## config.mk

```make
export PLATFORM = sky130hd
export DESIGN_NAME = modular_inverse_flat
export DESIGN_NICKNAME = d
export VERILOG_FILES = /design/src/rtl/mi_pkg.sv /design/src/rtl/mi_ifs.sv /design/src/rtl/modular_inverse.sv /design/src/rtl/mi_seq.sv /design/src/rtl/mi_dp.sv /design/src/flat_wrapper.sv
export VERILOG_INCLUDE_DIRS = /design/src /design/src/rtl
export SDC_FILE = /design/constraint.sdc
export NUM_CORES = 1
export LEC_CHECK = 0
export BUFFER_PORTS_ARGS = -buffer_cell sky130_fd_sc_hd__buf_4
export CAP_MARGIN = 20
export CORE_MARGIN = 8
export CORE_UTILIZATION = 60
export CTS_CLUSTER_DIAMETER = 120
export DETAILED_ROUTE_END_ITERATION = 12
export HOLD_SLACK_MARGIN = 0.03
export PLACE_DENSITY = 0.77
export SLEW_MARGIN = 20
export SYNTH_ARGS = -nofsm -noshare
export SYNTH_HDL_FRONTEND = slang
export SYNTH_HIERARCHICAL = 1
export SYNTH_SLANG_ARGS = --single-unit
```

## constraint.sdc

```tcl
create_clock -name clk -period 9.7 [get_ports clk]
set_input_delay 1.94 -clock clk [delete_from_list [all_inputs] [get_ports clk]]
set_output_delay 1.94 -clock clk [all_outputs]
set_load 0.01 [all_outputs]
```

## src/rtl/modular_inverse_defines.svh

```systemverilog
// assertion macros used by the modular inverse top level
`ifndef MODULAR_INVERSE_DEFINES_SVH
`define MODULAR_INVERSE_DEFINES_SVH

// same-cycle implication, sampled on clk, quiet during reset
`define MI_ASSERT_IMP(lbl, ante, cons, msg) \
    lbl: assert property (@(posedge clk) disable iff (!rst_n) (ante) |-> (cons)) \
        else $error(msg);

// next-cycle implication, sampled on clk, quiet during reset
`define MI_ASSERT_NXT(lbl, ante, cons, msg) \
    lbl: assert property (@(posedge clk) disable iff (!rst_n) (ante) |=> (cons)) \
        else $error(msg);

`endif

```

## src/rtl/mi_pkg.sv

```systemverilog
// types, control codes and microcode rom of the modular inverse block
package mi_pkg;

    localparam int PC_W = 4;
    typedef logic [PC_W-1:0] pc_t;

    // datapath operations
    typedef logic [2:0] op_t;
    localparam op_t OP_NONE   = 3'd0;
    localparam op_t OP_HALF_U = 3'd1;
    localparam op_t OP_HALF_V = 3'd2;
    localparam op_t OP_SUB    = 3'd3;
    localparam op_t OP_ADD_M  = 3'd4;
    localparam op_t OP_SUB_M  = 3'd5;

    // jump conditions
    typedef logic [3:0] cond_t;
    localparam cond_t COND_NEVER     = 4'd0;
    localparam cond_t COND_M_ZERO    = 4'd1;
    localparam cond_t COND_M_ONE     = 4'd2;
    localparam cond_t COND_A_ZERO    = 4'd3;
    localparam cond_t COND_BOTH_EVEN = 4'd4;
    localparam cond_t COND_U_ODD     = 4'd5;
    localparam cond_t COND_V_ODD     = 4'd6;
    localparam cond_t COND_U_NONZERO = 4'd7;
    localparam cond_t COND_V_NOT_ONE = 4'd8;
    localparam cond_t COND_D_NONNEG  = 4'd9;
    localparam cond_t COND_D_LT_M    = 4'd10;

    // finish codes
    typedef logic [1:0] fin_t;
    localparam fin_t FIN_NONE = 2'd0;
    localparam fin_t FIN_INV  = 2'd1;
    localparam fin_t FIN_FLAG = 2'd2;
    localparam fin_t FIN_ZERO = 2'd3;

    // program addresses
    localparam pc_t PC_CHK_M0  = 4'd0;
    localparam pc_t PC_CHK_M1  = 4'd1;
    localparam pc_t PC_CHK_A0  = 4'd2;
    localparam pc_t PC_CHK_EV  = 4'd3;
    localparam pc_t PC_HALF_U  = 4'd4;
    localparam pc_t PC_HALF_V  = 4'd5;
    localparam pc_t PC_SUB     = 4'd6;
    localparam pc_t PC_LOOP    = 4'd7;
    localparam pc_t PC_GCD     = 4'd8;
    localparam pc_t PC_NORM_LO = 4'd9;
    localparam pc_t PC_NORM_HI = 4'd10;
    localparam pc_t PC_DONE    = 4'd11;
    localparam pc_t PC_FLAG    = 4'd12;
    localparam pc_t PC_ZERO    = 4'd13;

    typedef struct packed {
        op_t   op;
        cond_t cond;
        pc_t   target;
        logic  stay;
        fin_t  fin;
    } ucode_t;

    typedef struct packed {
        logic m_zero;
        logic m_one;
        logic a_zero;
        logic both_even;
        logic u_odd;
        logic v_odd;
        logic u_nonzero;
        logic v_not_one;
        logic d_nonneg;
        logic d_lt_m;
    } flags_t;

    typedef struct packed {
        logic busy;
        fin_t fin;
    } seq_stat_t;

    // a taken jump skips the op; otherwise the op runs and pc advances unless stay
    function automatic ucode_t ucode_rom(pc_t pc);
        ucode_t w;
        unique case (pc)
            PC_CHK_M0:  w = '{OP_NONE,   COND_M_ZERO,    PC_FLAG,    1'b0, FIN_NONE};
            PC_CHK_M1:  w = '{OP_NONE,   COND_M_ONE,     PC_ZERO,    1'b0, FIN_NONE};
            PC_CHK_A0:  w = '{OP_NONE,   COND_A_ZERO,    PC_FLAG,    1'b0, FIN_NONE};
            PC_CHK_EV:  w = '{OP_NONE,   COND_BOTH_EVEN, PC_FLAG,    1'b0, FIN_NONE};
            PC_HALF_U:  w = '{OP_HALF_U, COND_U_ODD,     PC_HALF_V,  1'b1, FIN_NONE};
            PC_HALF_V:  w = '{OP_HALF_V, COND_V_ODD,     PC_SUB,     1'b1, FIN_NONE};
            PC_SUB:     w = '{OP_SUB,    COND_NEVER,     PC_SUB,     1'b0, FIN_NONE};
            PC_LOOP:    w = '{OP_NONE,   COND_U_NONZERO, PC_HALF_U,  1'b0, FIN_NONE};
            PC_GCD:     w = '{OP_NONE,   COND_V_NOT_ONE, PC_FLAG,    1'b0, FIN_NONE};
            PC_NORM_LO: w = '{OP_ADD_M,  COND_D_NONNEG,  PC_NORM_HI, 1'b1, FIN_NONE};
            PC_NORM_HI: w = '{OP_SUB_M,  COND_D_LT_M,    PC_DONE,    1'b1, FIN_NONE};
            PC_DONE:    w = '{OP_NONE,   COND_NEVER,     PC_DONE,    1'b0, FIN_INV};
            PC_FLAG:    w = '{OP_NONE,   COND_NEVER,     PC_FLAG,    1'b0, FIN_FLAG};
            PC_ZERO:    w = '{OP_NONE,   COND_NEVER,     PC_ZERO,    1'b0, FIN_ZERO};
            default:    w = '{OP_NONE,   COND_NEVER,     PC_FLAG,    1'b0, FIN_FLAG};
        endcase
        return w;
    endfunction

endpackage

```

## src/rtl/mi_ifs.sv

```systemverilog
// valid/ready channel interfaces of the modular inverse block
interface mi_req_if #(parameter int W = 16);
    logic         valid;
    logic         ready;
    logic [W-1:0] value;
    modport source (output valid, output value, input ready);
    modport sink (input valid, input value, output ready);
endinterface

interface mi_rsp_if #(parameter int W = 16);
    logic         valid;
    logic         ready;
    logic [W-1:0] inverse;
    logic         no_inverse;
    modport source (output valid, output inverse, output no_inverse, input ready);
    modport sink (input valid, input inverse, input no_inverse, output ready);
endinterface

```

## src/rtl/modular_inverse.sv

```systemverilog
// top level of the modular inverse block
`include "modular_inverse_defines.svh"

// Modular inverse by the binary extended Euclidean algorithm. Each item on
// req carries a value; the block returns one item on rsp with the inverse of
// that value modulo the modulus register, in 0 .. modulus-1, or no_inverse
// set and inverse 0 when gcd(value, modulus) is not 1 (value 0 unless the
// modulus is 1, and modulus 0 always, give no_inverse; modulus 1 gives
// inverse 0 for every value). Values at or above the modulus are handled
// directly, as their residue.
// One item is worked on at a time. A small microcode program in a rom steps
// a shared datapath through halving of the even operands, one subtract of
// the smaller operand from the larger, then a final fold of the coefficient
// into range; the halving and subtract loop of the sequencer sets the length
// of a run. A new item is taken the cycle after the previous one is
// finished, while its result can still sit in the output register waiting
// for rsp.ready. The modulus is written through cfg_we / cfg_wdata; the user
// must write it only while the block is idle, which the block itself does
// not enforce. It resets to 2.
module modular_inverse
    import mi_pkg::*;
#(
    parameter int VALUE_WIDTH = 16
)
(
    input  logic                   clk,
    input  logic                   rst_n,
    input  logic                   cfg_we,
    input  logic [VALUE_WIDTH-1:0] cfg_wdata,
    mi_req_if.sink                 req,
    mi_rsp_if.source               rsp
);

    localparam int W = VALUE_WIDTH;

    logic [W-1:0] modulus_reg;
    logic         rsp_valid_reg, rsp_valid_next;
    logic [W-1:0] inverse_reg, inverse_next;
    logic         no_inv_reg, no_inv_next;

    logic         in_fire;
    logic         out_free;
    op_t          dp_op;
    seq_stat_t    stat;
    flags_t       flags;
    logic [W-1:0] d_low;

    // take an item only while the sequencer is free
    assign req.ready = !stat.busy;
    assign in_fire   = req.valid && req.ready;

    // the output register can take a result when empty or being drained
    assign out_free = !rsp_valid_reg || rsp.ready;

    // modulus register
    always_ff @(posedge clk or negedge rst_n)
    begin
        if (!rst_n)
        begin
            modulus_reg <= W'(2);
        end
        else if (cfg_we)
        begin
            modulus_reg <= cfg_wdata;
        end
    end

    mi_seq u_seq (
        .clk      (clk),
        .rst_n    (rst_n),
        .start    (in_fire),
        .out_free (out_free),
        .flags    (flags),
        .dp_op    (dp_op),
        .stat     (stat)
    );

    mi_dp #(
        .W (W)
    ) u_dp (
        .clk     (clk),
        .start   (in_fire),
        .value   (req.value),
        .modulus (modulus_reg),
        .op      (dp_op),
        .flags   (flags),
        .d_low   (d_low)
    );

    // result register, loaded by the finishing microcode step
    always_comb
    begin
        rsp_valid_next = rsp_valid_reg;
        inverse_next   = inverse_reg;
        no_inv_next    = no_inv_reg;
        if (rsp_valid_reg && rsp.ready)
        begin
            rsp_valid_next = 1'b0;
        end
        unique case (stat.fin)
            FIN_NONE:
            begin
            end
            FIN_INV:
            begin
                rsp_valid_next = 1'b1;
                inverse_next   = d_low;
                no_inv_next    = 1'b0;
            end
            FIN_FLAG:
            begin
                rsp_valid_next = 1'b1;
                inverse_next   = '0;
                no_inv_next    = 1'b1;
            end
            FIN_ZERO:
            begin
                rsp_valid_next = 1'b1;
                inverse_next   = '0;
                no_inv_next    = 1'b0;
            end
            default:
            begin
            end
        endcase
    end

    always_ff @(posedge clk or negedge rst_n)
    begin
        if (!rst_n)
        begin
            rsp_valid_reg <= 1'b0;
        end
        else
        begin
            rsp_valid_reg <= rsp_valid_next;
        end
    end

    always_ff @(posedge clk)
    begin
        inverse_reg <= inverse_next;
        no_inv_reg  <= no_inv_next;
    end

    assign rsp.valid      = rsp_valid_reg;
    assign rsp.inverse    = inverse_reg;
    assign rsp.no_inverse = no_inv_reg;

    // an accepted item always starts the sequencer
    `MI_ASSERT_NXT(a_start_busy, in_fire, stat.busy, "item accepted but sequencer idle")

    // a finishing step always leaves a result in the output register
    `MI_ASSERT_NXT(a_fin_loads, stat.fin != FIN_NONE, rsp_valid_reg, "result lost at finish")

    // a missing inverse is always reported as zero
    `MI_ASSERT_IMP(a_flag_zero, rsp_valid_reg && no_inv_reg, inverse_reg == '0,
        "no_inverse set with nonzero inverse")

endmodule

```

## src/rtl/mi_seq.sv

```systemverilog
// microcode sequencer: step counter, rom and conditional jumps
module mi_seq
    import mi_pkg::*;
(
    input  logic      clk,
    input  logic      rst_n,
    input  logic      start,
    input  logic      out_free,
    input  flags_t    flags,
    output op_t       dp_op,
    output seq_stat_t stat
);

    logic   busy_reg, busy_next;
    pc_t    pc_reg, pc_next;
    ucode_t word;
    logic   cond_hit;
    fin_t   fin;

    always_comb
    begin
        word = ucode_rom(pc_reg);
        unique case (word.cond)
            COND_NEVER:     cond_hit = 1'b0;
            COND_M_ZERO:    cond_hit = flags.m_zero;
            COND_M_ONE:     cond_hit = flags.m_one;
            COND_A_ZERO:    cond_hit = flags.a_zero;
            COND_BOTH_EVEN: cond_hit = flags.both_even;
            COND_U_ODD:     cond_hit = flags.u_odd;
            COND_V_ODD:     cond_hit = flags.v_odd;
            COND_U_NONZERO: cond_hit = flags.u_nonzero;
            COND_V_NOT_ONE: cond_hit = flags.v_not_one;
            COND_D_NONNEG:  cond_hit = flags.d_nonneg;
            COND_D_LT_M:    cond_hit = flags.d_lt_m;
            default:        cond_hit = 1'b0;
        endcase
    end

    always_comb
    begin
        busy_next = busy_reg;
        pc_next   = pc_reg;
        dp_op     = OP_NONE;
        fin       = FIN_NONE;
        if (start)
        begin
            busy_next = 1'b1;
            pc_next   = PC_CHK_M0;
        end
        else if (busy_reg)
        begin
            if (word.fin != FIN_NONE)
            begin
                // wait here until the output register can take the result
                if (out_free)
                begin
                    fin       = word.fin;
                    busy_next = 1'b0;
                end
            end
            else if (cond_hit)
            begin
                pc_next = word.target;
            end
            else
            begin
                dp_op = word.op;
                if (!word.stay)
                begin
                    pc_next = pc_reg + 1'b1;
                end
            end
        end
    end

    always_ff @(posedge clk or negedge rst_n)
    begin
        if (!rst_n)
        begin
            busy_reg <= 1'b0;
            pc_reg   <= PC_CHK_M0;
        end
        else
        begin
            busy_reg <= busy_next;
            pc_reg   <= pc_next;
        end
    end

    assign stat.busy = busy_reg;
    assign stat.fin  = fin;

endmodule

```

## src/rtl/mi_dp.sv

```systemverilog
// binary extended gcd datapath: operands, bezout coefficients, flags
module mi_dp
    import mi_pkg::*;
#(
    parameter int W = 16
)
(
    input  logic         clk,
    input  logic         start,
    input  logic [W-1:0] value,
    input  logic [W-1:0] modulus,
    input  op_t          op,
    output flags_t       flags,
    output logic [W-1:0] d_low
);

    // coefficients stay within a few multiples of the operands
    localparam int CW = W + 4;

    logic [W-1:0]         a_reg, u_reg, v_reg;
    logic [W-1:0]         u_next, v_next;
    logic signed [CW-1:0] ca_reg, cb_reg, cc_reg, cd_reg;
    logic signed [CW-1:0] ca_next, cb_next, cc_next, cd_next;
    logic signed [CW-1:0] m_s, y_s;
    logic signed [CW-1:0] ay, bx, cy, dx;
    logic                 u_ge_v;

    assign m_s    = signed'({{(CW-W){1'b0}}, modulus});
    assign y_s    = signed'({{(CW-W){1'b0}}, a_reg});
    assign ay     = ca_reg + y_s;
    assign bx     = cb_reg - m_s;
    assign cy     = cc_reg + y_s;
    assign dx     = cd_reg - m_s;
    assign u_ge_v = u_reg >= v_reg;

    always_comb
    begin
        u_next  = u_reg;
        v_next  = v_reg;
        ca_next = ca_reg;
        cb_next = cb_reg;
        cc_next = cc_reg;
        cd_next = cd_reg;
        unique case (op)
            OP_NONE:
            begin
            end
            OP_HALF_U:
            begin
                u_next = u_reg >> 1;
                if (!ca_reg[0] && !cb_reg[0])
                begin
                    ca_next = ca_reg >>> 1;
                    cb_next = cb_reg >>> 1;
                end
                else
                begin
                    ca_next = ay >>> 1;
                    cb_next = bx >>> 1;
                end
            end
            OP_HALF_V:
            begin
                v_next = v_reg >> 1;
                if (!cc_reg[0] && !cd_reg[0])
                begin
                    cc_next = cc_reg >>> 1;
                    cd_next = cd_reg >>> 1;
                end
                else
                begin
                    cc_next = cy >>> 1;
                    cd_next = dx >>> 1;
                end
            end
            OP_SUB:
            begin
                // subtract the smaller operand from the larger one
                if (u_ge_v)
                begin
                    u_next  = u_reg - v_reg;
                    ca_next = ca_reg - cc_reg;
                    cb_next = cb_reg - cd_reg;
                end
                else
                begin
                    v_next  = v_reg - u_reg;
                    cc_next = cc_reg - ca_reg;
                    cd_next = cd_reg - cb_reg;
                end
            end
            OP_ADD_M: cd_next = cd_reg + m_s;
            OP_SUB_M: cd_next = dx;
            default:
            begin
            end
        endcase
    end

    always_ff @(posedge clk)
    begin
        if (start)
        begin
            a_reg  <= value;
            u_reg  <= modulus;
            v_reg  <= value;
            ca_reg <= CW'(1);
            cb_reg <= '0;
            cc_reg <= '0;
            cd_reg <= CW'(1);
        end
        else
        begin
            u_reg  <= u_next;
            v_reg  <= v_next;
            ca_reg <= ca_next;
            cb_reg <= cb_next;
            cc_reg <= cc_next;
            cd_reg <= cd_next;
        end
    end

    assign flags.m_zero    = modulus == '0;
    assign flags.m_one     = modulus == W'(1);
    assign flags.a_zero    = a_reg == '0;
    assign flags.both_even = !a_reg[0] && !modulus[0];
    assign flags.u_odd     = u_reg[0];
    assign flags.v_odd     = v_reg[0];
    assign flags.u_nonzero = |u_reg;
    assign flags.v_not_one = v_reg != W'(1);
    assign flags.d_nonneg  = !cd_reg[CW-1];
    assign flags.d_lt_m    = cd_reg < m_s;

    assign d_low = cd_reg[W-1:0];

endmodule
```

## src/flat_wrapper.sv

```systemverilog
// flat-port wrapper written by rule: the top's interface ports become plain ports
module modular_inverse_flat import mi_pkg::*;
#(
    parameter int VALUE_WIDTH = 16
)
  (clk, rst_n, cfg_we, cfg_wdata, req_valid, req_value, req_ready, rsp_valid, rsp_inverse, rsp_no_inverse, rsp_ready);
  mi_req_if req_i ();
  mi_rsp_if rsp_i ();
  input  logic clk;
  input  logic rst_n;
  input  logic cfg_we;
  input  logic [VALUE_WIDTH-1:0] cfg_wdata;
  input wire logic [$bits(req_i.valid)-1:0] req_valid;
  input wire logic [$bits(req_i.value)-1:0] req_value;
  output wire logic [$bits(req_i.ready)-1:0] req_ready;
  output wire logic [$bits(rsp_i.valid)-1:0] rsp_valid;
  output wire logic [$bits(rsp_i.inverse)-1:0] rsp_inverse;
  output wire logic [$bits(rsp_i.no_inverse)-1:0] rsp_no_inverse;
  input wire logic [$bits(rsp_i.ready)-1:0] rsp_ready;
  assign req_i.valid = req_valid;
  assign req_i.value = req_value;
  assign req_ready = req_i.ready;
  assign rsp_valid = rsp_i.valid;
  assign rsp_inverse = rsp_i.inverse;
  assign rsp_no_inverse = rsp_i.no_inverse;
  assign rsp_i.ready = rsp_ready;
  modular_inverse #(.VALUE_WIDTH(VALUE_WIDTH)) u_core (.clk(clk), .rst_n(rst_n), .cfg_we(cfg_we), .cfg_wdata(cfg_wdata), .req(req_i), .rsp(rsp_i));
endmodule
```

==> summary.txt <==
Floorplan
  • Die height: 186.9 um
  • Core area: 28700 sq um
  • Rows: 62
  • Initial Util: 0.6107
  • Die width: 186.9 um
  • Die ar.: 34940 sq um
  • IO Count: 56

Yosys
  • Netlist cell types: 91
  • Count leader, synth: a21oi_1
  • Compound-Gate Fraction of Synth Area: 0.2889
  • Post-synthesis mux area share: 0.02505
  • Mapped Avg Cell Area: 7.921 sq um
  • Main synth FF type: dfxtp_1
  • Number of flops mapped to enable cells by yosys: 65
  • Syn nets: 2437
  • Top cells by instance count after synthesis: a21oi_1 (199), nand2_1 (179), ha_1 (177)
  • Synth top area cells: ha_1 (13%), edfxtp_1 (11%), dfxtp_1 (9.1%), a21oi_1 (5.7%), xnor2_1 (4.5%)
  • Post-Syn Area: 17530 sq um
  • XOR/XNOR share of the synthesized area: 0.06995
  • Register bit total from synthesis: 167
  • Sequential share of the synthesized area: 0.2342
  • Synth top area share: 0.1263
  • Main combinational cell family by area after synthesis: compound AO/OA/AOI/OAI gates
  • FFs w/ async S/R, synth: 0.1317
  • Area leader, netlist: ha_1
  • Adder-cell area share of the yosys netlist: 0.1378
  • Yosys warning count: 6
  • Simple-gate share of the synthesized area: 0.1782
  • Gate Count Post-Synth: 2213

Clocking
  • Post-CTS Setup Repair Bufs: 0
  • Clk sink count: 167
  • CTS buffer count: 17
  • CTS hold repair buffers: 0
  • Longest Clk Path Bufs: 2
  • Skew-Pair Late Insertion Delay: 0.46 ns
  • Root buf cell: clkbuf_16
  • Htree depth: 4
  • PostCTS Resize Cnt: 0
  • CTS tree: yes
  • Clk slew on worst S/H paths: 0.08 ns

Routing
  • WL per Instance: 21.37 um
  • Routed vias: 16890
  • DR DRC count: 0
  • Post-DRT Antenna Nets: 0
  • Pre-antenna DRT Iters: 6
  • Final WL: 54990 um
  • Vias per cell: 6.564
  • First-iteration detailed-routing DRC count: 1700

Cells and area
  • Final core utilization: 0.6493
  • Footprint of the multi-input gates: 12290 sq um
  • Layout Nets: 2400
  • Diode count: 0
  • Design Area, Final: 18640 sq um
  • Share of post-route cells with drive strength above 1: 0.07629
  • Fill cell count: 2543
  • Area Overhead vs Synth: 6.324%
  • Sequential Area: 4105 sq um

Setup path
  • Worst path required time: 10.04 ns
  • Arr. time, crit path: 8.59 ns
  • Crit path max-delay family: compound AO/OA/AOI/OAI gates
  • Worst path max stage delay: 0.67 ns
  • Type of the worst setup path: reg -> reg
  • CP endpoint kind: register
  • CP startpoint kind: register
  • Crit-path max FO: 37
  • Buf/Inv on CP: 3
  • Slowest CP cell: nor3_1

Timing
  • Max-slew headroom: 0.2413
  • Worst Skew: 0.01235 ns
  • Final worst-path cycle share: 0.8503
  • Final setup viols: 0
  • Worst-Margin Slew: 1.124 ns
  • Maximum clock frequency: 0.1213 GHz
  • Min Clock Period, post-route: 8.247 ns
  • Final setup TNS: 0 ns
  • Hold Vio Cnt, Final: 0
  • Unrepaired setup endpoints after global routing: false
  • Pins Over Slew Limit: 0

Place
  • Detailed placer's ending HPWL: 40470 um
  • Routability congestion estimate: 1.013
  • IO buf count: 55
  • DP Area: 17990 sq um

Global route
  • Initial antenna violation count: 1
  • Largest net degree at the start of global routing: 151
  • Gr ovfl total: 0
  • Vias in the first global route: 16270
  • Global-route wire length before repair: 86520 um
  • GR Util All Layers: 0.3042

Run
  • Max_cap viols: 0

Outcome
  • Status: complete, no violations

Pwr
  • VDD IR max: 0.0001787 V
  • PD cells: 425.0 nW/um^2
  • Leakage power: 7.894 nW

Worst hold path
  • Hold crit path type: reg -> reg
[layout make-up]
type                       instances  share of cell area
tap                              384             0.02578
clock inverter                    11            0.007653
clock buffer                      21             0.02726
sequential                       167              0.2203
multi-input combinational       1769              0.6596
inverter                         150             0.03021
timing repair buffer              71             0.02927
[logic make-up after synthesis]
logic type	count (synthesis)
compound gates	757
flops	167
xor+xnor	140
simple gates	648
fa+ha+maj	187
buf+inv	277
mux	37
[layout by cell type, fill, tap and decap left out, types with 13 or more instances in the layout]
cell	Yosys	final
xor2_1	50	50
ha_1	177	177
o21a_1	28	28
inv_1	149	149
a221oi_1	23	23
a21o_1	53	53
buf_4	21	70
a211oi_1	81	81
a21oi_1	199	199
a31oi_1	24	24
o21ai_0	142	141
and3_1	17	17
nor2b_1	50	49
nor4_1	22	22
nand2_1	179	178
clkbuf_16	0	20
o31a_1	13	13
nand2b_1	25	25
or3_1	29	29
nand3_1	40	40
o31ai_1	17	17
edfxtp_1	65	65
dfrtp_1	21	21
o21bai_1	17	17
dfxtp_1	80	80
nor3_1	62	62
xnor2_1	90	90
o211ai_1	41	41
mux2i_1	15	15
nor2_1	167	163
[stage by stage]
step	instances	hold WS, ns	setup WS, ns	power, mW
2_1_floorplan	2213	0.4776	2.602	5.719
3_3_place_gp	2541	0.5117	1.992	6.910
3_5_place_dp	2541	0.5159	1.663	6.989
4_1_cts	2573	0.5288	1.618	7.802
5_1_grt	2573	0.5522	0.7984	8.559
6_report	2573	0.5260	1.453	7.922
[final timing paths]
kind	startpoint	slack [ns]	end	cells after the start
worst min-delay path	u_core/u_dp/ca_reg[7]	0.53	u_core/u_dp/ca_reg[7]	2
worst max-delay path	u_core/u_dp/cd_reg[0]	1.45	u_core/u_dp/cd_reg[19]	30
worst min register to register	u_core/u_dp/ca_reg[7]	0.53	u_core/u_dp/ca_reg[7]	2
worst max register to register	u_core/u_dp/cd_reg[0]	1.45	u_core/u_dp/cd_reg[19]	30
min in group asynchronous	rst_n	1.37	u_core/modulus_reg[13]	1
max in group asynchronous	rst_n	8.04	u_core/modulus_reg[1]	1
[routing by layer]
layer  track usage  wire (um)  vias up  share of wire
met5             0          0        -              0
met4        0.1313       2353        0          0.043
met3       0.06861       4413      171          0.080
met2        0.4969      25130      725           0.46
met1        0.3806      23090     7968           0.42
li1              -          -     8025              -
[worst min-delay path, stage by stage, from the launching register on]
cell and delay [ns]:
dfxtp_1 0.36, nand2_1 0.07, a21oi_1 0.05
[power by group]
group	switching, mW	leakage (nW)	internal [mW]	total, mW
logic	3.41	6.05	2.39	5.80
registers	0.358	1.52	1.00	1.36
clock network	0.346	0.321	0.417	0.764
Power figures use the tool's default switching activity.
